$ cat src/hw/rtl/fmp_pkg.sv
// Types, codes and constants of the FLAC metadata parser.
`default_nettype none
package fmp_pkg;

    localparam int SEEK_TABLE_CAPACITY = 5000;
    localparam int SEEK_CNT_W = $clog2(SEEK_TABLE_CAPACITY + 1);
    localparam int FIELD_DEPTH = 18;
    localparam int POS_W = $clog2(FIELD_DEPTH + 1);

    // Parser phases.
    localparam logic [2:0] PH_MARKER = 3'd0;
    localparam logic [2:0] PH_HEADER = 3'd1;
    localparam logic [2:0] PH_INFO   = 3'd2;
    localparam logic [2:0] PH_SEEK   = 3'd3;
    localparam logic [2:0] PH_SKIP   = 3'd4;
    localparam logic [2:0] PH_FINISH = 3'd5;
    localparam logic [2:0] PH_HALT   = 3'd6;

    // Result kinds.
    localparam logic [2:0] K_INFO     = 3'd0;
    localparam logic [2:0] K_SEEK     = 3'd1;
    localparam logic [2:0] K_DONE     = 3'd2;
    localparam logic [2:0] K_BADMARK  = 3'd3;
    localparam logic [2:0] K_BIGBLOCK = 3'd4;
    localparam logic [2:0] K_CHANNELS = 3'd5;
    localparam logic [2:0] K_NOINFO   = 3'd6;
    localparam logic [2:0] K_TRUNC    = 3'd7;

    // Configuration register indexes.
    localparam logic [1:0] REG_START_OFFSET = 2'd0;
    localparam logic [1:0] REG_BLOCK_LIMIT  = 2'd1;
    localparam logic [1:0] REG_CHAN_LIMIT   = 2'd2;

    localparam logic [15:0] BLOCK_LIMIT_RST = 16'd4608;
    localparam logic [3:0]  CHAN_LIMIT_RST  = 4'd7;

    localparam logic [6:0] BT_STREAMINFO = 7'd0;
    localparam logic [6:0] BT_SEEKTABLE  = 7'd3;

    // "fLaC", entry 0 first on the wire.
    localparam logic [3:0][7:0] MARKER = {8'h43, 8'h61, 8'h4C, 8'h66};

    localparam int OUT_DATA_W = 176;

    typedef logic [FIELD_DEPTH-1:0][7:0] field_bytes_t;

    typedef struct packed {
        logic [31:0] start_offset;
        logic [15:0] block_size_limit;
        logic [3:0]  channel_limit;
    } cfg_t;

    typedef struct packed {
        logic [2:0]            phase;
        logic [POS_W-1:0]      pos;
        logic [23:0]           remaining;
        logic                  last_block;
        logic [6:0]            block_type;
        logic [SEEK_CNT_W-1:0] seek_count;
        logic [31:0]           metadata_length;
        logic                  info_seen;
    } parse_state_t;

    typedef struct packed {
        logic [2:0]  kind;
        logic [31:0] sample_position;
        logic [31:0] byte_offset;
        logic [15:0] block_size_low;
        logic [15:0] block_size_high;
        logic [23:0] frame_size_low;
        logic [23:0] frame_size_high;
        logic [19:0] sample_rate;
        logic [3:0]  channel_count;
        logic [5:0]  bits_per_sample;
    } result_t;

endpackage
`default_nettype wire

$ cat src/hw/rtl/fmp_step.sv
// Next-state and result logic for one byte of the metadata parser.
`default_nettype none
module fmp_step
    import fmp_pkg::*;
(
    input  parse_state_t cur,
    input  field_bytes_t fb,
    input  cfg_t         cfg,
    input  logic [7:0]   data_byte,
    input  logic         end_of_data,
    output parse_state_t nxt,
    output field_bytes_t fb_next,
    output logic         res_valid,
    output result_t      res
);

    logic             seek_full;
    logic             seek_skip;
    logic             wr_en;
    logic [POS_W-1:0] info_cnt;
    logic [23:0]      rem_dec;
    logic [23:0]      rem_hdr;
    field_bytes_t     fbm;
    logic [15:0]      maxbs;
    logic [3:0]       chans;
    logic             point_ok;
    logic             close_blk;
    logic             made;
    logic             do_final;
    logic             do_info;

    assign seek_full = cur.seek_count >= SEEK_CNT_W'(SEEK_TABLE_CAPACITY);
    assign seek_skip = (cur.pos == '0) && (seek_full || (cur.remaining < 24'd18));
    assign rem_dec   = cur.remaining - 24'd1;
    assign rem_hdr   = {cur.remaining[15:0], data_byte};

    always_comb
    begin
        wr_en = 1'b0;
        if (!end_of_data)
        begin
            if (cur.phase == PH_INFO)
                wr_en = cur.pos < POS_W'(FIELD_DEPTH);
            else if (cur.phase == PH_SEEK)
                wr_en = !seek_skip;
        end
        if (cur.phase == PH_INFO)
            info_cnt = (cur.pos < POS_W'(FIELD_DEPTH)) ? cur.pos + 1'b1 : cur.pos;
        else
            info_cnt = '0;
    end

    // Write the byte into its slot; unwritten stream-info bytes read as zero.
    always_comb
    begin
        for (int i = 0; i < FIELD_DEPTH; i++)
        begin
            fb_next[i] = (wr_en && (cur.pos == POS_W'(i))) ? data_byte : fb[i];
            fbm[i]     = (POS_W'(i) < info_cnt) ? fb_next[i] : 8'h00;
        end
    end

    assign maxbs = {fbm[2], fbm[3]};
    assign chans = {1'b0, fbm[12][3:1]} + 4'd1;
    assign point_ok = ({fb_next[0], fb_next[1], fb_next[2], fb_next[3]} == 32'd0)
                   && ({fb_next[4], fb_next[5], fb_next[6], fb_next[7]} != 32'hffffffff)
                   && ({fb_next[8], fb_next[9], fb_next[10], fb_next[11]} == 32'd0);

    always_comb
    begin
        nxt       = cur;
        res_valid = 1'b0;
        res       = '0;
        close_blk = 1'b0;
        made      = 1'b0;
        do_final  = 1'b0;
        do_info   = 1'b0;
        case (cur.phase)
            PH_HALT:
            begin
            end
            PH_FINISH:
                do_final = 1'b1;
            PH_MARKER, PH_HEADER, PH_INFO, PH_SEEK, PH_SKIP:
            begin
                if (end_of_data)
                begin
                    res_valid = 1'b1;
                    res.kind  = K_TRUNC;
                    nxt.phase = PH_HALT;
                end
                else
                begin
                    case (cur.phase)
                        PH_MARKER:
                        begin
                            if (data_byte != MARKER[cur.pos[1:0]])
                            begin
                                res_valid = 1'b1;
                                res.kind  = K_BADMARK;
                                nxt.phase = PH_HALT;
                            end
                            else if (cur.pos == POS_W'(3))
                            begin
                                nxt.pos             = '0;
                                nxt.metadata_length = cfg.start_offset + 32'd4;
                                nxt.phase           = PH_HEADER;
                            end
                            else
                                nxt.pos = cur.pos + 1'b1;
                        end
                        PH_HEADER:
                        begin
                            nxt.pos = cur.pos + 1'b1;
                            if (cur.pos == '0)
                            begin
                                nxt.last_block = data_byte[7];
                                nxt.block_type = data_byte[6:0];
                                nxt.remaining  = '0;
                            end
                            else
                                nxt.remaining = rem_hdr;
                            if (cur.pos == POS_W'(3))
                            begin
                                nxt.pos = '0;
                                nxt.metadata_length = cur.metadata_length
                                                    + {8'd0, rem_hdr} + 32'd4;
                                if (cur.block_type == BT_STREAMINFO)
                                begin
                                    nxt.phase = PH_INFO;
                                    do_info   = rem_hdr == 24'd0;
                                end
                                else
                                begin
                                    nxt.phase = (cur.block_type == BT_SEEKTABLE) ?
                                                PH_SEEK : PH_SKIP;
                                    close_blk = rem_hdr == 24'd0;
                                end
                            end
                        end
                        PH_INFO:
                        begin
                            nxt.pos       = info_cnt;
                            nxt.remaining = rem_dec;
                            do_info       = rem_dec == 24'd0;
                        end
                        PH_SEEK:
                        begin
                            nxt.remaining = rem_dec;
                            close_blk     = rem_dec == 24'd0;
                            if (seek_skip)
                                nxt.phase = PH_SKIP;
                            else if (cur.pos == POS_W'(FIELD_DEPTH - 1))
                            begin
                                nxt.pos = '0;
                                if (point_ok)
                                begin
                                    res_valid           = 1'b1;
                                    made                = 1'b1;
                                    res.kind            = K_SEEK;
                                    res.sample_position = {fb_next[4], fb_next[5],
                                                           fb_next[6], fb_next[7]};
                                    res.byte_offset     = {fb_next[12], fb_next[13],
                                                           fb_next[14], fb_next[15]};
                                    res.block_size_low  = {fb_next[16], fb_next[17]};
                                    nxt.seek_count      = cur.seek_count + 1'b1;
                                end
                            end
                            else
                                nxt.pos = cur.pos + 1'b1;
                        end
                        PH_SKIP:
                        begin
                            nxt.remaining = rem_dec;
                            close_blk     = rem_dec == 24'd0;
                        end
                        default:
                            nxt.phase = PH_HALT;
                    endcase
                end
            end
            default:
                nxt.phase = PH_HALT;
        endcase

        // Stream information closes with range checks.
        if (do_info)
        begin
            res_valid = 1'b1;
            if (maxbs > cfg.block_size_limit)
            begin
                res.kind  = K_BIGBLOCK;
                nxt.phase = PH_HALT;
            end
            else if (chans > cfg.channel_limit)
            begin
                res.kind  = K_CHANNELS;
                nxt.phase = PH_HALT;
            end
            else
            begin
                res.kind            = K_INFO;
                res.sample_position = {fbm[14], fbm[15], fbm[16], fbm[17]};
                res.block_size_low  = {fbm[0], fbm[1]};
                res.block_size_high = maxbs;
                res.frame_size_low  = {fbm[4], fbm[5], fbm[6]};
                res.frame_size_high = {fbm[7], fbm[8], fbm[9]};
                res.sample_rate     = {fbm[10], fbm[11], fbm[12][7:4]};
                res.channel_count   = chans;
                res.bits_per_sample = {1'b0, fbm[12][0], fbm[13][7:4]} + 6'd1;
                nxt.info_seen       = 1'b1;
                close_blk           = 1'b1;
                made                = 1'b1;
            end
        end

        // Close the block: next header, deferred final, or final now.
        if (close_blk)
        begin
            nxt.pos = '0;
            if (!cur.last_block)
                nxt.phase = PH_HEADER;
            else if (made)
                nxt.phase = PH_FINISH;
            else
                do_final = 1'b1;
        end

        if (do_final)
        begin
            res_valid = 1'b1;
            res       = '0;
            nxt.phase = PH_HALT;
            if (cur.info_seen)
            begin
                res.kind        = K_DONE;
                res.byte_offset = nxt.metadata_length;
            end
            else
                res.kind = K_NOINFO;
        end
    end

endmodule
`default_nettype wire

$ cat src/hw/rtl/flac_metadata_parser_core.sv
// Top level of the FLAC metadata parser: channels, state and result register.
//
// Usage:
//   s_axis carries one file byte per transaction, starting at the "fLaC"
//   marker; tuser set marks end of data (the byte is then ignored).
//   m_axis carries zero or one result per input byte: tuser is the kind,
//   tdata the stream-info, seek-point or length fields (zero where unused).
//   cfg carries register writes (index 0 start offset, 1 block size limit,
//   2 channel limit); it is always ready and should be used only while idle.
// Throughput:
//   One byte per cycle while m_axis is not stalled. A result appears on m_axis
//   in the cycle after the byte that causes it; the whole step is one pass
//   of logic between the parser state and the output register.
// Stall:
//   The output register holds a result until m_axis_tready; s_axis_tready
//   stays high while that register is empty or being drained that cycle.
// Reset:
//   rst_n clears the parser to the marker check, drops any pending result
//   and restores the register defaults (4608 block size, 7 channels).
//   After a halting result (done or any error) no results follow until reset.
`default_nettype none
module flac_metadata_parser_core
    import fmp_pkg::*;
(
    input  logic                  clk,
    input  logic                  rst_n,
    // Input stream
    input  logic                  s_axis_tvalid,
    output logic                  s_axis_tready,
    input  logic [7:0]            s_axis_tdata,   // [7:0] data_byte
    input  logic                  s_axis_tuser,   // [0] end_of_data
    // Result stream
    output logic                  m_axis_tvalid,
    input  logic                  m_axis_tready,
    // [31:0] sample_position, [63:32] byte_offset, [79:64] block_size_low,
    // [95:80] block_size_high, [119:96] frame_size_low,
    // [143:120] frame_size_high, [163:144] sample_rate,
    // [167:164] channel_count, [173:168] bits_per_sample, [175:174] zero
    output logic [OUT_DATA_W-1:0] m_axis_tdata,
    output logic [2:0]            m_axis_tuser,   // [2:0] kind
    // Configuration writes
    input  logic                  cfg_valid,
    output logic                  cfg_ready,
    input  logic [1:0]            cfg_index,
    input  logic [31:0]           cfg_data
);

    cfg_t         cfg_reg;
    parse_state_t state_reg;
    parse_state_t state_next;
    field_bytes_t fb_reg;
    field_bytes_t fb_next;
    logic         res_valid;
    result_t      res;
    logic         out_valid_reg;
    result_t      out_reg;
    logic         in_xfer;

    assign cfg_ready     = 1'b1;
    assign s_axis_tready = !out_valid_reg || m_axis_tready;
    assign in_xfer       = s_axis_tvalid && s_axis_tready;

    // Configuration registers: take every write transaction.
    always_ff @(posedge clk or negedge rst_n)
    begin
        if (!rst_n)
            cfg_reg <= {32'd0, BLOCK_LIMIT_RST, CHAN_LIMIT_RST};
        else if (cfg_valid)
        begin
            case (cfg_index)
                REG_START_OFFSET: cfg_reg.start_offset     <= cfg_data;
                REG_BLOCK_LIMIT:  cfg_reg.block_size_limit <= cfg_data[15:0];
                REG_CHAN_LIMIT:   cfg_reg.channel_limit    <= cfg_data[3:0];
                default:          ;
            endcase
        end
    end

    fmp_step u_step (
        .cur         (state_reg),
        .fb          (fb_reg),
        .cfg         (cfg_reg),
        .data_byte   (s_axis_tdata),
        .end_of_data (s_axis_tuser),
        .nxt         (state_next),
        .fb_next     (fb_next),
        .res_valid   (res_valid),
        .res         (res)
    );

    // Parser state advances only on an accepted input transaction.
    always_ff @(posedge clk or negedge rst_n)
    begin
        if (!rst_n)
            // marker check, everything clear, length at four
            state_reg <= {PH_MARKER, {POS_W{1'b0}}, 24'd0, 1'b0, 7'd0,
                          {SEEK_CNT_W{1'b0}}, 32'd4, 1'b0};
        else if (in_xfer)
            state_reg <= state_next;
    end

    // Field bytes are payload: defined only once written.
    always_ff @(posedge clk)
    begin
        if (in_xfer)
            fb_reg <= fb_next;
    end

    // Output register: load a new result, or drop the old one once taken.
    always_ff @(posedge clk or negedge rst_n)
    begin
        if (!rst_n)
            out_valid_reg <= 1'b0;
        else if (in_xfer)
            out_valid_reg <= res_valid;
        else if (m_axis_tready)
            out_valid_reg <= 1'b0;
    end

    always_ff @(posedge clk)
    begin
        if (in_xfer && res_valid)
            out_reg <= res;
    end

    assign m_axis_tvalid = out_valid_reg;
    assign m_axis_tuser  = out_reg.kind;
    assign m_axis_tdata  = {2'b00,
                            out_reg.bits_per_sample,
                            out_reg.channel_count,
                            out_reg.sample_rate,
                            out_reg.frame_size_high,
                            out_reg.frame_size_low,
                            out_reg.block_size_high,
                            out_reg.block_size_low,
                            out_reg.byte_offset,
                            out_reg.sample_position};

endmodule
`default_nettype wire

$ cat config.mk
export PLATFORM = sky130hd
export DESIGN_NAME = flac_metadata_parser_core
export DESIGN_NICKNAME = d
export VERILOG_FILES = /design/src/hw/rtl/fmp_pkg.sv /design/src/hw/rtl/fmp_step.sv /design/src/hw/rtl/flac_metadata_parser_core.sv
export SDC_FILE = /design/constraint.sdc
export NUM_CORES = 1
export LEC_CHECK = 0
export ABC_CLOCK_PERIOD_IN_PS = 36700
export CAP_MARGIN = 20
export CORE_MARGIN = 2
export CORE_UTILIZATION = 65
export CTS_BUF_LIST = sky130_fd_sc_hd__clkbuf_4 sky130_fd_sc_hd__clkbuf_8 sky130_fd_sc_hd__clkbuf_16
export CTS_CLUSTER_SIZE = 20
export DETAILED_ROUTE_END_ITERATION = 16
export DONT_BUFFER_PORTS = 1
export PLACE_DENSITY = 0.88
export SLEW_MARGIN = 20
export SYNTH_ARGS = -nofsm -noshare
export SYNTH_HDL_FRONTEND = slang
export SYNTH_HIERARCHICAL = 1
export SYNTH_SLANG_ARGS = --single-unit
$ cat constraint.sdc
create_clock -name clk -period 36.7 [get_ports clk]
set_input_delay 5.505 -clock clk [delete_from_list [all_inputs] [get_ports clk]]
set_output_delay 5.505 -clock clk [all_outputs]
set_load 0.02 [all_outputs]
== Word level (Yosys, flattened, before mapping) ==
Index checks and enable logic that the tools add are counted.

* Bits in registers: 460
* Logic and storage cells: 317
* Memories kept: 0
* Input port bits: 48
* Bits in read-only memories: 0
* Latch bits: 0
* Output and inout port bits: 182
* Memory bits (writable): 0

* Multipliers: 0
* Divide/modulo/power cells: 0
* Equal/unequal tests: 31
* $add $sub $neg: 8
* Reductions and logical operators: 62
* Multiplexer cells: 132
* Order comparisons: 24
* Bitwise operators: 14
* Shifts and indexed selects: 0

{| class="wikitable"
|+ Operators by type and width
! operator !! number
|-
| $mux 110 || 3
|-
| $mux 8 || 41
|-
| $mux 83 || 3
|-
| $mux 32 || 6
|-
| $mux 177 || 1
|-
| $mux 82 || 2
|-
| $mux 80 || 2
|-
| $mux 81 || 1
|-
| $add 32x3->32 const B || 2
|-
| $logic_not 32->1 || 2
|-
| $pmux 32 s2 || 1
|-
| $mux 13 || 4
|-
| $reduce_or 5->1 || 10
|-
| $logic_not 24->1 || 2
|-
| $mux 3 || 16
|-
| $pmux 24 s2 || 1
|-
| $eq 5x4->1 const B || 8
|-
| $lt 4x5->1 const A || 8
|-
| $mux 35 || 1
|-
| $mux 1 || 34
|-
| $add 32x24->32 || 1
|-
| $ne 32x32->1 const B || 1
|-
| $mux 5 || 6
|-
| $lt 24x5->1 const B || 1
|-
| other kinds (53) || 114
|}

== Longest topological paths before layout ==
* Depth after elaboration: 26
* Depth in mapped cells: 22
* Gate-level depth less buffers: 19

== Modules after synthesis ==
Netlist, hierarchy kept.

{| class="wikitable"
|+ By module, submodules not included
! module !! cells an instance !! area each (um^2) !! times used !! seq. area each (um^2)
|-
| flac_metadata_parser_core || 625 || 14,904.3 || 1 || 13,125.1
|-
| fmp_step || 1,655 || 10,578.9 || 1 || 0.0
|}

== Worst setup path before layout ==
OpenSTA, ideal clock, no wires.

* Path kind: input to register
* Start: input port s_axis_tuser
* End: register out_reg, in the netlist m_axis_tdata[0] (enable)
* Arrival: 16,256 ps
* Stages: 15
* Setup time: 737 ps
* Required time: 35,963 ps
* Path slack: 19,708 ps
* Buffers on the path: 4
* Cell sequence: buf_2 > or3b_1 > buf_2 > or2_1 > clkbuf_1 > mux2i_1 > a2111o_1 > or4_1 > nand2_1 > nor4_2 > buf_4 > o21ba_2 > nand2_1 > nand2_1 > nor2b_1

* Cells in the longest elaborated chain, start to end: 20
* Elaborated cells on any way between the ends: 63
* Those cells by class: add/sub (1); order compare (2); eq/ne (1); mux (41); reduce/logical (18)

{| class="wikitable"
|+ Ends and longest elaborated chain
! item !! line !! text
|-
| start: declaration || flac_metadata_parser_core.sv:31 || <nowiki>input logic s_axis_tuser,</nowiki>
|-
| $mux 1 || fmp_step.sv:40 || <nowiki>if (!end_of_data)</nowiki>
|-
| $logic_and 1x1->1 || fmp_step.sv:58 || <nowiki>fb_next[i] = (wr_en && (cur.pos == POS_W'(i))) ? data_byte : fb[i];</nowiki>
|-
| $mux 8 || fmp_step.sv:58 ||
|-
| $ne 32x32->1 / $logic_not 32->1 (equally long branches) || fmp_step.sv:66, fmp_step.sv:65 ||
|-
| $logic_and 1x1->1 || fmp_step.sv:66 || <nowiki>&& ({fb_next[4], fb_next[5], fb_next[6], fb_next[7]} != 32'hffffffff)</nowiki>
|-
| $logic_and 1x1->1 || fmp_step.sv:67 || <nowiki>&& ({fb_next[8], fb_next[9], fb_next[10], fb_next[11]} == 32'd0);</nowiki>
|-
| $mux 1 || fmp_step.sv:156 || <nowiki>if (point_ok)</nowiki>
|-
| $mux 1 || fmp_step.sv:153 || <nowiki>else if (cur.pos == POS_W'(FIELD_DEPTH - 1))</nowiki>
|-
| [5 not listed] || - ||
|-
| $mux 1 || fmp_step.sv:190 || <nowiki>if (maxbs > cfg.block_size_limit)</nowiki>
|-
| $mux 1 || fmp_step.sv:187 || <nowiki>if (do_info)</nowiki>
|-
| $mux 1 || fmp_step.sv:223 || <nowiki>else if (made)</nowiki>
|-
| $mux 1 || fmp_step.sv:221 || <nowiki>if (!cur.last_block)</nowiki>
|-
| $mux 1 || fmp_step.sv:218 || <nowiki>if (close_blk)</nowiki>
|-
| $mux 1 (*) || fmp_step.sv:229 || <nowiki>if (do_final)</nowiki>
|-
| net res_valid || flac_metadata_parser_core.sv:53 || <nowiki>logic res_valid;</nowiki>
|-
| $logic_and 1x1->1 (*) || flac_metadata_parser_core.sv:122 || <nowiki>if (in_xfer && res_valid)</nowiki>
|-
| end signal: assignment || flac_metadata_parser_core.sv:123 || <nowiki>out_reg <= res;</nowiki>
|-
| end: declaration || flac_metadata_parser_core.sv:56 || <nowiki>result_t out_reg;</nowiki>
|}

The timed path passes the listed nets; every way through them passes the cells marked *.
A chain may end at the register's enable or synchronous reset.

== Worst setup path after layout ==
* Start: input port m_axis_tready
* End: output port s_axis_tready

* Cells in the longest elaborated chain, start to end: 1

{| class="wikitable"
|+ Ends and longest elaborated chain
! item !! line !! text
|-
| start: declaration || flac_metadata_parser_core.sv:34 || <nowiki>input logic m_axis_tready,</nowiki>
|-
| $logic_or 1x1->1 || flac_metadata_parser_core.sv:60 || <nowiki>assign s_axis_tready = !out_valid_reg || m_axis_tready;</nowiki>
|-
| end: declaration || flac_metadata_parser_core.sv:29 || <nowiki>output logic s_axis_tready,</nowiki>
|}

No other way between the ends.

==> results.py <==
metrics = {
    "yosys": {
        "ys_types": 94,
        "async_flop_share": 0.302,
        "synth-edff-count": 321,
        "ys.flop_type": "edfxtp_1",
        "ys_seq_area_frac": 0.515,
        "synth_warnings": 6,
        "avgSynthCellArea_um2": 11.2,
        "ys_ff_latch": 460,
        "syn-cell-area_um2": 25500,
        "synth_cells": 2280,
    },
    "route": {
        "num_vias": 19400,
        "wl_per_cell_um": 26.6,
        "drt_first_pass_iters": 7,
        "first_iter_violations": 2383,
        "drt_drc_violations_left": 0,
        "drtAntennaViolNets": 0,
        "drt_wl_total_um": 74200,
        "viasPerCell": 6.96,
    },
    "cts": {
        "cts_resized": 0,
        "cts_buffers": 47,
        "cts_htree_levels": 2,
        "cts-root-buf": "clkbuf_16",
        "postCtsHoldBufs": 0,
        "cts_setup_buffers": 0,
        "insertion_delay_ns": 0.62,
        "cts_tree": "done",
        "ctsLongestPathBuffers": 3,
        "cts_sinks": 460,
        "clkTransAtPathRegs_ns": 0.06,
    },
    "power": {
        "irDropWorstVdd_v": 0.0000418,
        "p_leak_uw": 0.0110,
        "powerDensity_nw_per_um2": 51.6,
    },
    "worst_setup_path": {
        "crit_family": "simple AND/OR/NAND/NOR gates",
        "crit_chain": "nand2b_4",
        "worst-path-buf-inv": 0,
        "max_stage_delay_ns": 0.18,
        "slowest_stage": "nand2b_4",
        "crit_fanout": 4,
        "cp_data_required_time_ns": 31.19,
        "cp-start-kind": "input pin",
        "criticalPathCategory": "in -> out",
        "cp-end-kind": "output pin",
        "cp.arrival_ns": 5.68,
    },
    "layout": {
        "drive_above_1_share": 0.151,
        "fin_nets": 2362,
        "largest_reg_flops": 174,
        "final_common_cell": "edfxtp_1",
        "syn_to_final_growth_pct": 7.16,
        "final_cell_mix": "edfxtp_1 (321), nor2_1 (204), mux2_2 (194), inv_1 (144), dfrtp_1 (133)",
        "diodes": 0,
        "post-route-util": 0.707,
    },
    "global_routing": {
        "grt_overflow_total": 0,
        "grtUsageTotal": 0.360,
        "grt_max_degree": 140,
        "grt_pass1_wl_um": 112000,
        "grt_pass1_vias": 18600,
        "antenna_found_initial": 1,
    },
    "timing": {
        "tightest_slew_ns": 1.22,
        "setup_viol_count_final": 0,
        "skew_ns": 0.0370,
        "drv_slew": 0,
        "final-hold-violation-count": 0,
        "rsz0062_at_grt": "false",
        "relSlewSlack": 0.179,
        "max_freq_mhz": 89.4,
        "fin_crit_sh": 0.305,
        "fin_crit_ns": 11.19,
        "setup_tns_ns": 0,
    },
    "floorplanning": {
        "die_area_um2": 40800,
        "die_h_um": 202,
        "io_pins": 230,
        "die_w_um": 202,
        "start_util": 0.659,
        "rows": 72,
        "coreArea_um2": 38600,
    },
    "place": {
        "place_hpwl_um": 50900,
        "place_congestion": 0.976,
        "io_buffers": 0,
    },
    "outcome": {
        "status": "finished, final reports clean",
    },
    "run": {
        "maxCapViolCount": 0,
    },
    "min_path": {
        "hp-class": "reg -> reg",
    },
}
-- layout make-up --
type,instances,area [um^2]
clock buffers,54,1230
clock inverters,33,303
fillers,2651,11300
inverters,146,553
multi-input cells,1552,11300
flip-flops and latches,460,13100
well taps,518,648
repair buffers,25,191
-- synthesized netlist by cell type, types with 15 or more instances --
cell type  number  share of area
o2bb2ai_1      37          0.013
nor2b_1        49          0.012
o21ai_0        91          0.018
buf_2          15         0.0029
nor4_1         25         0.0061
a21o_1         22         0.0065
dfrtp_1       133           0.13
mux2i_1       102          0.040
and3_1         18         0.0044
xnor2_1        43          0.015
nand2_1       122          0.018
nand3_1        45         0.0088
a22oi_1        17         0.0050
inv_1         145          0.021
edfxtp_1      321           0.38
nor2_1        204          0.030
nor3_1         54          0.011
a21oi_1        82          0.016
o22ai_1        52          0.013
mux2_2        194          0.086
nand4_1        38         0.0093
xor2_1         31          0.011
clkbuf_1       82          0.012
ha_1           81          0.040
a22o_1         20         0.0069
-- power breakdown --
group | internal [uW] | total (uW) | switching [uW]
Clock | 265 | 479 | 214
Combinational | 114 | 290 | 176
Sequential | 590 | 641 | 50.9
-- path summary, 6_finish.rpt --
check	slack [ns]	to	cells after the start	from
worst max-delay path	25.51	s_axis_tready	1	m_axis_tready
worst max register to register	30.30	m_axis_tdata[3]	20	state_reg[79]
worst min-delay path	0.51	cfg_reg[19]	1	cfg_reg[19]
worst min register to register	0.51	cfg_reg[19]	1	cfg_reg[19]
max in group asynchronous	31.81	cfg_reg[2]	0	rst_n
min in group asynchronous	4.59	state_reg[30]	0	rst_n
-- layer usage --
layer,GRT usage,up-vias,wire length (um)
li1,-,8329,-
met1,0.472,9461,27600
met2,0.567,1349,34200
met3,0.0847,255,8430
met4,0.177,0,3910
met5,0,-,0
-- cells by family (layout without fill, tap and decap cells) --
logic type,count (synthesis),count (layout),synth area share
AND/OR/NAND/NOR,662,662,0.132
flip-flops,460,460,0.515
AO/OA/AOI/OAI,432,432,0.114
multiplexers,299,299,0.127
buffers and inverters,269,258,0.0451
adder cells (fa/ha/maj),82,82,0.0406
XOR/XNOR,74,74,0.0254
other,2,3,0.000295
-- per-stage QoR --
step	setup WS [ns]	area, um^2	power [uW]	cells	hold slack, ns
floorplan	19.71	25500	853	2281	0.477
global placement	25.51	25800	918	2701	0.489
detailed placement	25.51	25800	929	2701	0.493
CTS	25.51	27300	1400	2788	0.507
global route	25.51	27300	1460	2788	0.521
finish	25.51	27300	1410	2788	0.508
Power figures use the tool's default switching activity.
